<file path="config.mk">
export PLATFORM = sky130hd
export DESIGN_NAME = lru_key_value_cache_core
export DESIGN_NICKNAME = d
export VERILOG_FILES = /design/src/rtl/lkvc_pkg.sv /design/src/rtl/lkvc_ctrl.sv /design/src/rtl/lkvc_dp.sv /design/src/rtl/lru_key_value_cache_core.sv
export SDC_FILE = /design/constraint.sdc
export NUM_CORES = 2
export LEC_CHECK = 0
export ABC_CLOCK_PERIOD_IN_PS = 23300
export BUFFER_PORTS_ARGS = -buffer_cell sky130_fd_sc_hd__buf_4
export CAP_MARGIN = 25
export CORE_ASPECT_RATIO = 1.25
export CORE_MARGIN = 10
export CORE_UTILIZATION = 60
export CTS_CLUSTER_SIZE = 30
export DETAILED_ROUTE_END_ITERATION = 7
export PLACE_DENSITY = 0.82
export SLEW_MARGIN = 25
export SYNTH_ARGS = -nofsm -noshare
export SYNTH_HDL_FRONTEND = slang
export SYNTH_SLANG_ARGS = --single-unit
</file>
<file path="constraint.sdc">
create_clock -name clk -period 23.3 [get_ports clk]
set_input_delay 1.165 -clock clk [delete_from_list [all_inputs] [get_ports clk]]
set_output_delay 1.165 -clock clk [all_outputs]
set_load 0.1 [all_outputs]
</file>
<file path="src/rtl/lkvc_pkg.sv">
// ----------------------------------------------------------------------------
// lkvc_pkg: shared types and constants of the LRU key/value cache
// Holds the controller state type, the command bundle from the controller
// to the datapath, the fixed field widths and the operation codes.
// ----------------------------------------------------------------------------
package lkvc_pkg;

  localparam int DEF_ENTRIES    = 16;
  localparam int DEF_VALUE_BITS = 32;

  localparam int KEY_BITS  = 32;
  localparam int IN_BITS   = 32;
  localparam int DATA_BITS = 32;
  localparam int OCC_BITS  = 5;
  localparam int CAP_BITS  = 5;

  localparam logic [CAP_BITS-1:0] CAP_RESET = 5'd16;

  localparam logic OP_INSERT = 1'b0;
  localparam logic OP_LOOKUP = 1'b1;

  typedef enum logic [1:0] {
    ST_IDLE,
    ST_MATCH,
    ST_UPDATE
  } lkvc_state_t;

  typedef struct packed {
    logic load;    // capture the accepted command
    logic match;   // compare keys, pick victim, slot and winner
    logic update;  // write back ranks and entry, publish result
  } lkvc_cmd_t;

endpackage

</file>
<file path="src/rtl/lkvc_ctrl.sv">
// ----------------------------------------------------------------------------
// lkvc_ctrl: sequencer of the LRU key/value cache
// Steps each accepted command through the match and update phases and
// raises the result strobe after the update.
// ----------------------------------------------------------------------------
module lkvc_ctrl
  import lkvc_pkg::*;
(
  input  logic      clk,
  input  logic      rst_n,
  input  logic      start,
  output logic      busy,
  output lkvc_cmd_t cmd,
  output logic      out_valid
);

  lkvc_state_t state_r, state_nxt;
  logic        out_valid_r;
  logic        accept;

  // A new command may enter during the update phase: state is written back
  // at the same edge that captures the next command.
  assign busy   = (state_r == ST_MATCH);
  assign accept = start && !busy;

  always_ff @(posedge clk) begin
    if (!rst_n) begin
      state_r     <= ST_IDLE;
      out_valid_r <= 1'b0;
    end else begin
      state_r     <= state_nxt;
      out_valid_r <= (state_r == ST_UPDATE);
    end
  end

  always_comb begin
    state_nxt  = state_r;
    cmd        = '0;
    cmd.load   = accept;
    unique case (state_r)
      ST_IDLE: begin
        if (accept) state_nxt = ST_MATCH;
      end
      ST_MATCH: begin
        cmd.match = 1'b1;
        state_nxt = ST_UPDATE;
      end
      ST_UPDATE: begin
        cmd.update = 1'b1;
        state_nxt  = accept ? ST_MATCH : ST_IDLE;
      end
      default: begin
        state_nxt = ST_IDLE;
      end
    endcase
  end

  assign out_valid = out_valid_r;

endmodule

</file>
<file path="src/rtl/lkvc_dp.sv">
// ----------------------------------------------------------------------------
// lkvc_dp: entry storage and datapath of the LRU key/value cache
// Holds keys, values, recency ranks and valid bits; compares all keys in
// parallel in the match phase and rewrites ranks in the update phase.
// ----------------------------------------------------------------------------
module lkvc_dp
  import lkvc_pkg::*;
#(
  parameter int ENTRIES    = DEF_ENTRIES,
  parameter int VALUE_BITS = DEF_VALUE_BITS
) (
  input  logic                  clk,
  input  logic                  rst_n,
  input  lkvc_cmd_t             cmd,
  input  logic                  cfg_we,
  input  logic [CAP_BITS-1:0]   cfg_wdata,
  input  logic                  in_operation,
  input  logic signed [KEY_BITS-1:0] in_key,
  input  logic [IN_BITS-1:0]    in_value,
  output logic                  out_hit,
  output logic [DATA_BITS-1:0]  out_data,
  output logic                  out_evicted,
  output logic [OCC_BITS-1:0]   out_occupancy
);

  localparam int RW = $clog2(ENTRIES);
  localparam int CW = $clog2(ENTRIES + 1);
  localparam int LW = (CW > CAP_BITS) ? CW : CAP_BITS;

  // configuration and captured command
  logic [CAP_BITS-1:0]   cap_r;
  logic                  op_r;
  logic [KEY_BITS-1:0]   key_r;
  logic [VALUE_BITS-1:0] val_r;

  // entry storage
  logic [KEY_BITS-1:0]   key_mem_r [ENTRIES];
  logic [VALUE_BITS-1:0] val_mem_r [ENTRIES];
  logic [RW-1:0]         rank_r    [ENTRIES];
  logic [ENTRIES-1:0]    valid_r;
  logic [CW-1:0]         cnt_r;

  // match phase results
  logic [ENTRIES-1:0]    winner_r;
  logic [ENTRIES-1:0]    victim_r;
  logic                  hit_r;
  logic                  evict_r;
  logic                  slot_ok_r;
  logic [RW-1:0]         slot_r;
  logic [RW-1:0]         best_r;
  logic [VALUE_BITS-1:0] data_r;

  // result registers
  logic                  res_hit_r;
  logic [DATA_BITS-1:0]  res_data_r;
  logic                  res_evicted_r;
  logic [OCC_BITS-1:0]   res_occ_r;

  // match phase logic
  logic [LW-1:0]         cap_ext;
  logic [LW-1:0]         cap_eff;
  logic                  do_evict;
  logic [CW-1:0]         cnt_m1;
  logic [ENTRIES-1:0]    match_v;
  logic [ENTRIES-1:0]    winner_v;
  logic [ENTRIES-1:0]    victim_v;
  logic [ENTRIES-1:0]    free_v;
  logic [RW-1:0]         slot_idx;
  logic [RW-1:0]         win_rank;
  logic [VALUE_BITS-1:0] win_val;

  // update phase logic
  logic [ENTRIES-1:0]    valid_nxt;
  logic [RW-1:0]         rank_nxt [ENTRIES];
  logic [CW-1:0]         cnt_nxt;

  // Zero capacity acts as one; capacity beyond the store saturates.
  assign cap_ext  = LW'(cap_r);
  assign cap_eff  = (cap_ext == '0) ? LW'(1) :
                    (cap_ext > LW'(ENTRIES)) ? LW'(ENTRIES) : cap_ext;
  assign do_evict = (LW'(cnt_r) >= cap_eff) && (cnt_r != '0);
  assign cnt_m1   = cnt_r - CW'(1);

  always_comb begin
    for (int i = 0; i < ENTRIES; i++) begin
      match_v[i]  = valid_r[i] && (key_mem_r[i] == key_r);
      victim_v[i] = do_evict && valid_r[i] && (CW'(rank_r[i]) == cnt_m1);
    end
    // Most recent match wins: no other match holds a lower rank.
    for (int i = 0; i < ENTRIES; i++) begin
      winner_v[i] = match_v[i];
      for (int j = 0; j < ENTRIES; j++) begin
        if (match_v[j] && (rank_r[j] < rank_r[i])) winner_v[i] = 1'b0;
      end
    end
    free_v   = ~valid_r | victim_v;
    slot_idx = '0;
    for (int i = ENTRIES - 1; i >= 0; i--) begin
      if (free_v[i]) slot_idx = RW'(i);
    end
    win_rank = '0;
    win_val  = '0;
    for (int i = 0; i < ENTRIES; i++) begin
      if (winner_v[i]) begin
        win_rank = win_rank | rank_r[i];
        win_val  = win_val | val_mem_r[i];
      end
    end
  end

  always_comb begin
    valid_nxt = valid_r;
    rank_nxt  = rank_r;
    cnt_nxt   = cnt_r;
    if (op_r == OP_INSERT) begin
      valid_nxt = valid_r & ~victim_r;
      for (int i = 0; i < ENTRIES; i++) begin
        if (valid_nxt[i]) rank_nxt[i] = RW'(rank_r[i] + 1'b1);
      end
      if (slot_ok_r) begin
        valid_nxt[slot_r] = 1'b1;
        rank_nxt[slot_r]  = '0;
      end
      cnt_nxt = cnt_r - CW'(evict_r) + CW'(slot_ok_r);
    end else if (hit_r) begin
      for (int i = 0; i < ENTRIES; i++) begin
        if (valid_r[i] && (rank_r[i] < best_r)) rank_nxt[i] = RW'(rank_r[i] + 1'b1);
        if (winner_r[i]) rank_nxt[i] = '0;
      end
    end
  end

  // control-side state
  always_ff @(posedge clk) begin
    if (!rst_n) begin
      cap_r   <= CAP_RESET;
      valid_r <= '0;
      cnt_r   <= '0;
    end else begin
      if (cfg_we) cap_r <= cfg_wdata;
      if (cmd.update) begin
        valid_r <= valid_nxt;
        cnt_r   <= cnt_nxt;
      end
    end
  end

  // payload registers
  always_ff @(posedge clk) begin
    if (cmd.load) begin
      op_r  <= in_operation;
      key_r <= in_key;
      val_r <= VALUE_BITS'(in_value);
    end
    if (cmd.match) begin
      winner_r  <= winner_v;
      victim_r  <= victim_v;
      hit_r     <= |winner_v;
      evict_r   <= |victim_v;
      slot_ok_r <= |free_v;
      slot_r    <= slot_idx;
      best_r    <= win_rank;
      data_r    <= win_val;
    end
    if (cmd.update) begin
      rank_r <= rank_nxt;
      if ((op_r == OP_INSERT) && slot_ok_r) begin
        key_mem_r[slot_r] <= key_r;
        val_mem_r[slot_r] <= val_r;
      end
      res_hit_r     <= (op_r == OP_LOOKUP) && hit_r;
      res_data_r    <= ((op_r == OP_LOOKUP) && hit_r) ? DATA_BITS'(data_r) : '0;
      res_evicted_r <= (op_r == OP_INSERT) && evict_r;
      res_occ_r     <= OCC_BITS'(cnt_nxt);
    end
  end

  assign out_hit       = res_hit_r;
  assign out_data      = res_data_r;
  assign out_evicted   = res_evicted_r;
  assign out_occupancy = res_occ_r;

endmodule

</file>
<file path="src/rtl/lru_key_value_cache_core.sv">
// ----------------------------------------------------------------------------
// lru_key_value_cache_core: fixed-capacity key/value cache, LRU replacement
// Inserts place a new entry as most recent, evicting the least recent one
// at capacity; lookups return the most recent matching entry and promote it.
// ----------------------------------------------------------------------------
// Usage:
//   Command channel: drive in_operation (0 insert, 1 lookup), in_key and
//   in_value with start; a transfer happens at a clock edge where start is
//   high and busy is low.
//   Result channel: out_valid pulses for one cycle with out_hit, out_data,
//   out_evicted and out_occupancy. Every command yields exactly one result.
//   The receiver cannot stall: take the result in the cycle it is shown.
//   Configuration: pulse cfg_we with cfg_wdata to set the capacity (zero
//   acts as one, values above ENTRIES saturate). Write only while idle.
// Timing:
//   Phase one compares all keys in parallel and picks the victim, free slot
//   and winning entry; phase two rewrites the recency ranks and the entry.
//   The result strobe is registered at the end of phase two. busy is
//   high only in the compare phase, so a new command can transfer while
//   the previous one is in its write-back phase.
// Reset (rst_n low, synchronous): all entries invalid, occupancy zero,
//   capacity 16, sequencer idle. No clearing pass is needed.
// ----------------------------------------------------------------------------
module lru_key_value_cache_core
  import lkvc_pkg::*;
#(
  parameter int ENTRIES    = DEF_ENTRIES,
  parameter int VALUE_BITS = DEF_VALUE_BITS
) (
  input  logic                       clk,
  input  logic                       rst_n,
  // command channel
  input  logic                       start,
  output logic                       busy,
  input  logic                       in_operation,
  input  logic signed [KEY_BITS-1:0] in_key,
  input  logic [IN_BITS-1:0]         in_value,
  // result channel
  output logic                       out_valid,
  output logic                       out_hit,
  output logic [DATA_BITS-1:0]       out_data,
  output logic                       out_evicted,
  output logic [OCC_BITS-1:0]        out_occupancy,
  // configuration
  input  logic                       cfg_we,
  input  logic [CAP_BITS-1:0]        cfg_wdata
);

  lkvc_cmd_t cmd;

  // Sequencer: owns the handshake and the phase of the command in flight.
  lkvc_ctrl u_ctrl (
    .clk       (clk),
    .rst_n     (rst_n),
    .start     (start),
    .busy      (busy),
    .cmd       (cmd),
    .out_valid (out_valid)
  );

  // Datapath: entry store, key compare, rank update and result registers.
  lkvc_dp #(
    .ENTRIES    (ENTRIES),
    .VALUE_BITS (VALUE_BITS)
  ) u_dp (
    .clk           (clk),
    .rst_n         (rst_n),
    .cmd           (cmd),
    .cfg_we        (cfg_we),
    .cfg_wdata     (cfg_wdata),
    .in_operation  (in_operation),
    .in_key        (in_key),
    .in_value      (in_value),
    .out_hit       (out_hit),
    .out_data      (out_data),
    .out_evicted   (out_evicted),
    .out_occupancy (out_occupancy)
  );

endmodule
</file>
==> flow_summary.rst <==
.. list-table::
   :header-rows: 1

   * - Metric
     - Value
   * - Number of antenna violations at the first check in global routing
     - 6
   * - Full die area
     - roughly 120000 µm²
   * - Largest buffer count on any clock path
     - 3
   * - Violated checks
     - DRC
   * - Slew at the pin closest to its max-slew limit
     - 1.16 ns
   * - Arrival time at the worst endpoint
     - 5.72 ns
   * - YS warnings
     - 0
   * - Nets
     - around 5600
   * - Final Hold Vio Count
     - 0
   * - Slew margin rel.
     - 0.228
   * - Cell seen most often among critical-path stages
     - sky130_fd_sc_hd__buf_4
   * - Worst clock skew
     - around 0.1 ns
   * - Crit path buffers/inverters
     - 3
   * - Number of enable flip-flop cells after synthesis
     - roughly 1300
   * - Number of nets still failing antenna checks after routing
     - 0
   * - Synthesized netlist net count
     - 5461
   * - Root buffer cell
     - sky130_fd_sc_hd__clkbuf_16
   * - Run status
     - complete, but fails checks
   * - Die Wd
     - 314 µm
   * - Cell leakage power
     - 25.2 nW
   * - WL final
     - 206 mm
   * - Post_cts resized
     - 0
   * - Accumulated negative setup slack
     - 0 ns
   * - Worst hold slack
     - ~0.48 ns
   * - WL per Instance
     - 31.5 µm
   * - Met3 routed wirelength
     - about 27 mm
   * - Clock-pin transition on the worst setup and hold timing paths
     - ~0.07 ns
   * - Hold Crit Start
     - u_ctrl.state_r[0]
   * - Chip Height
     - between 300 and 400 µm
   * - Clock latency of the later-clocked register in the worst-skew pair
     - between 0.7 and 0.8 ns
   * - Cell internal pwr
     - between 3 and 4 mW
   * - RD Place Congestion
     - between 1 and 1.5
   * - Switching portion of total power
     - 0.224
   * - Number of vias per cell
     - ~7.0
   * - Highest signal layer in the routed design
     - met5
   * - Post-synthesis cell type with the largest combined area
     - sky130_fd_sc_hd__edfxtp_1
   * - Cell Chain, Critical Path
     - buf_4 -> xnor2_1 -> nand4_1 -> nor4_1 -> nand3_1 -> o22ai_1 -> a211o_1 -> nor4_2 -> buf_4 -> a222oi_1 -> inv_1 -> or4_1
   * - Post-CTS setup buffer count
     - 0
   * - GRT Resource Usage Total
     - 0.330
   * - Top delay family on crit path
     - simple AND/OR/NAND/NOR gates
   * - Peak fanout along the critical path
     - 38
   * - Drt initial violations
     - ~7300
   * - Share of the synthesized area in the top cell type
     - 0.587
   * - Core outline area
     - 107000 µm²
   * - Overall overflow remaining after global route
     - 0
   * - Cells after Synth
     - a little under 5000
   * - Sequential fraction of the synthesis area
     - 0.596
   * - Cell count of the worst hold path
     - 1
   * - Hold Path End
     - u_ctrl.state_r[0]
   * - Count of pins over their slew limit
     - 0
   * - Most frequently used flop master after synthesis
     - sky130_fd_sc_hd__edfxtp_1
   * - Fill cells
     - between 7000 and 8000
   * - Fraction of the cycle the final worst path needs
     - 0.225
   * - Top cells by area in the synthesized netlist
     - sky130_fd_sc_hd__edfxtp_1 (59%), sky130_fd_sc_hd__ha_1 (11%), sky130_fd_sc_hd__xnor2_1 (4.9%)
   * - Number of buffers inserted by hold repair at cts
     - 0
   * - Vias in the first global route
     - roughly 45000
   * - Number of clock buffers inserted by TritonCTS
     - between 100 and 150
   * - Maximum achievable frequency
     - approximately 0.19 GHz
   * - Tightest Hold Check Type
     - reg2reg
   * - Sequential cell area
     - ~39000 µm²
   * - Final setup viols
     - 0
   * - Required time of the critical path
     - 23.79 ns
   * - Post-synth cell types
     - 86
   * - CTS tree
     - done
   * - Total clock sinks
     - 1296
   * - Setup slack on the worst flop-to-flop path
     - about 18 ns
   * - Largest stage delay on the critical path
     - around 0.90 ns
   * - Post-layout min period
     - between 5 and 6 ns
   * - Core utilization of the finished layout
     - 0.667
   * - Global-route wire length before repair
     - slightly below 300 mm
   * - Slowest cell on the critical path
     - sky130_fd_sc_hd__nand3_1
   * - Startpoint Class
     - register
   * - Leading post-synthesis cells by instance count
     - sky130_fd_sc_hd__edfxtp_1 (1267), sky130_fd_sc_hd__ha_1 (558), sky130_fd_sc_hd__xnor2_1 (360), sky130_fd_sc_hd__nand2_1 (292), sky130_fd_sc_hd__a21oi_1 (286)
   * - Standard-cell row count
     - ~130
   * - Asr flop ratio synth
     - 0
   * - Number of port buffers
     - 114
   * - Met2 WL post-DR
     - between 90 and 100 mm
   * - Number of top-level pins
     - 115
   * - Post-Route M1 WL
     - just under 70 mm
   * - Part of the power in combinational logic
     - 0.054
   * - Proportion of layout cells with a drive suffix above 1
     - 0.0923
   * - HPWL after DPL
     - 124 mm
   * - Final routed DRC violation total
     - 4
   * - Reg2Reg Launch Point
     - u_dp.key_r[0]
   * - Worst reg2reg path endpoint
     - u_dp.best_r[0]
   * - WS Path Type
     - reg2reg
   * - Register share of total power
     - 0.538
   * - PnR Total Power
     - a little under 5 mW
   * - Count of TritonRoute iterations in the first routing pass
     - 8
   * - Register bit total from synthesis
     - roughly 1300
   * - Number of cells traversed by the worst register-to-register path
     - 12
   * - Library cell with the highest instance count after synthesis
     - sky130_fd_sc_hd__edfxtp_1
   * - Maximum number of pins on one net before global-route repair
     - 57
   * - Total standard cell area after synthesis
     - between 60000 and 70000 µm²
   * - Endpoint class of the critical path
     - register
   * - Mean cell area of the mapped netlist
     - between 10 and 15 µm²
   * - Effective utilization at floorplan
     - 0.606
   * - Clock network fraction of design power
     - 0.408
   * - PwrDens
     - ~68 nW/µm²
   * - Area Growth Syn to Fin
     - 10.2%
   * - H-tree depth
     - 3
   * - Total number of vias
     - approximately 46000
   * - Number of maximum-capacitance violations
     - 0
   * - Switching power
     - about 1.1 mW
   * - Setup repair after global routing missed its margin
     - no
   * - Max IR drop VDD
     - between 100 and 150 µV
   * - Area occupied by multi-input gates
     - ~24000 µm²
[cells in the final DEF, fill, tap and decap left out, drive strengths merged, types with 10 or more instances in the layout]
cell type and count:
edfxtp 1267, ha 558, xnor2 361, nand2 292, a21oi 286, buf 243
xor2 215, inv 204, o21ai 190, nand4 167, clkbuf 130, a222oi 103
and3 89, nor2 89, a22oi 84, o22ai 70, nor4 69, a21boi 67
clkinv 57, nor3 54, nand3 52, nand2b 45, o21a 43, a31oi 36
nor2b 34, nand3b 30, dfxtp 29, or4 21, bufinv 17, a22o 16
a221oi 14, a41oi 13, a32oi 11, o211ai 10
[worst register-to-register path, cell delays in order, from the launching register on]
cell,delay (ns)
sky130_fd_sc_hd__edfxtp_1,0.36
sky130_fd_sc_hd__buf_4,0.29
sky130_fd_sc_hd__xnor2_1,0.36
sky130_fd_sc_hd__nand4_1,0.18
sky130_fd_sc_hd__nor4_1,0.54
sky130_fd_sc_hd__nand3_1,0.90
sky130_fd_sc_hd__o22ai_1,0.64
sky130_fd_sc_hd__a211o_1,0.19
sky130_fd_sc_hd__nor4_2,0.04
sky130_fd_sc_hd__buf_4,0.34
sky130_fd_sc_hd__a222oi_1,0.53
sky130_fd_sc_hd__inv_1,0.08
sky130_fd_sc_hd__or4_1,0.52
[how the worst max path moves through the flow]
stage	start	to	slack, ns	depth (start not counted)
after floorplan	u_ctrl.state_r[0]	u_dp.key_r[0]	12.77	2
after global placement	u_dp.key_r[13]	u_dp.best_r[0]	18.35	11
after detailed placement	u_dp.key_r[0]	u_dp.data_r[9]	18.32	11
after CTS	u_dp.key_r[13]	u_dp.best_r[0]	18.29	11
after global routing	u_dp.key_r[13]	u_dp.best_r[0]	18.05	11
final	u_dp.key_r[0]	u_dp.best_r[0]	18.07	12
[power groups by stage]
stage | logic [mW] | clock network, mW | registers [mW]
after floorplan | 0.152 | 0 | 2.66
after global placement | 0.243 | 0 | 2.65
after detailed placement | 0.252 | 0 | 2.65
after CTS | 0.255 | 1.97 | 2.60
after global routing | 0.280 | 2.06 | 2.60
final | 0.262 | 1.97 | 2.60
[sequential cells by signal (all words and copies together), names as in the netlist, 2 cells and up]
name,count
u_dp.out_occupancy,5
u_ctrl.state_r,2
u_dp.valid_r,16
u_dp.best_r,4
u_dp.cnt_r,5
u_dp.rank_r,64
u_dp.winner_r,16
u_dp.data_r,32
u_dp.out_data,32
u_dp.cap_ext,5
u_dp.val_r,32
u_dp.val_mem_r,512
u_dp.victim_r,16
u_dp.key_r,32
u_dp.slot_r,4
u_dp.key_mem_r,512
[routing by layer]
layer | GRT usage | vias to the layer above
met5 | 0 | -
met4 | 0.237 | 4
met3 | 0.0842 | 1008
met2 | 0.506 | 4009
met1 | 0.405 | 21826
li1 | - | 19054
[layout make-up]
cell class,instances,share of cell area
Clock buffer,130,0.0406
Timing Repair Buffer,243,0.0259
Inverter,202,0.0106
Tap cell,1428,0.0250
Sequential cell,1296,0.541
Clock inverter,82,0.0141
Multi-Input combinational cell,3150,0.343
Antenna cell,4,0.000140
[cells by family (layout without fill, tap and decap cells)]
group | Yosys count | in the layout | share of synthesized area
buffers and inverters | 382 | 657 | 0.0298
multiplexers | 6 | 6 | 0.000946
flip-flops | 1296 | 1296 | 0.596
other | 0 | 4 | 0
XOR/XNOR | 576 | 576 | 0.0781
adder cells (fa/ha/maj) | 559 | 559 | 0.108
AO/OA/AOI/OAI | 1036 | 1036 | 0.107
AND/OR/NAND/NOR | 973 | 973 | 0.0803
[through the flow]
step | std cells | setup WS, ns | instance area [µm²]
2_1_floorplan | 4828 | 12.77 | 64800
3_3_place_gp | 6315 | 18.35 | 67400
3_5_place_dp | 6316 | 18.32 | 67500
4_1_cts | 6528 | 18.29 | 71400
5_1_grt | 6532 | 18.05 | 71400
6_report | 6535 | 18.07 | 71400
Power figures use the tool's default switching activity.
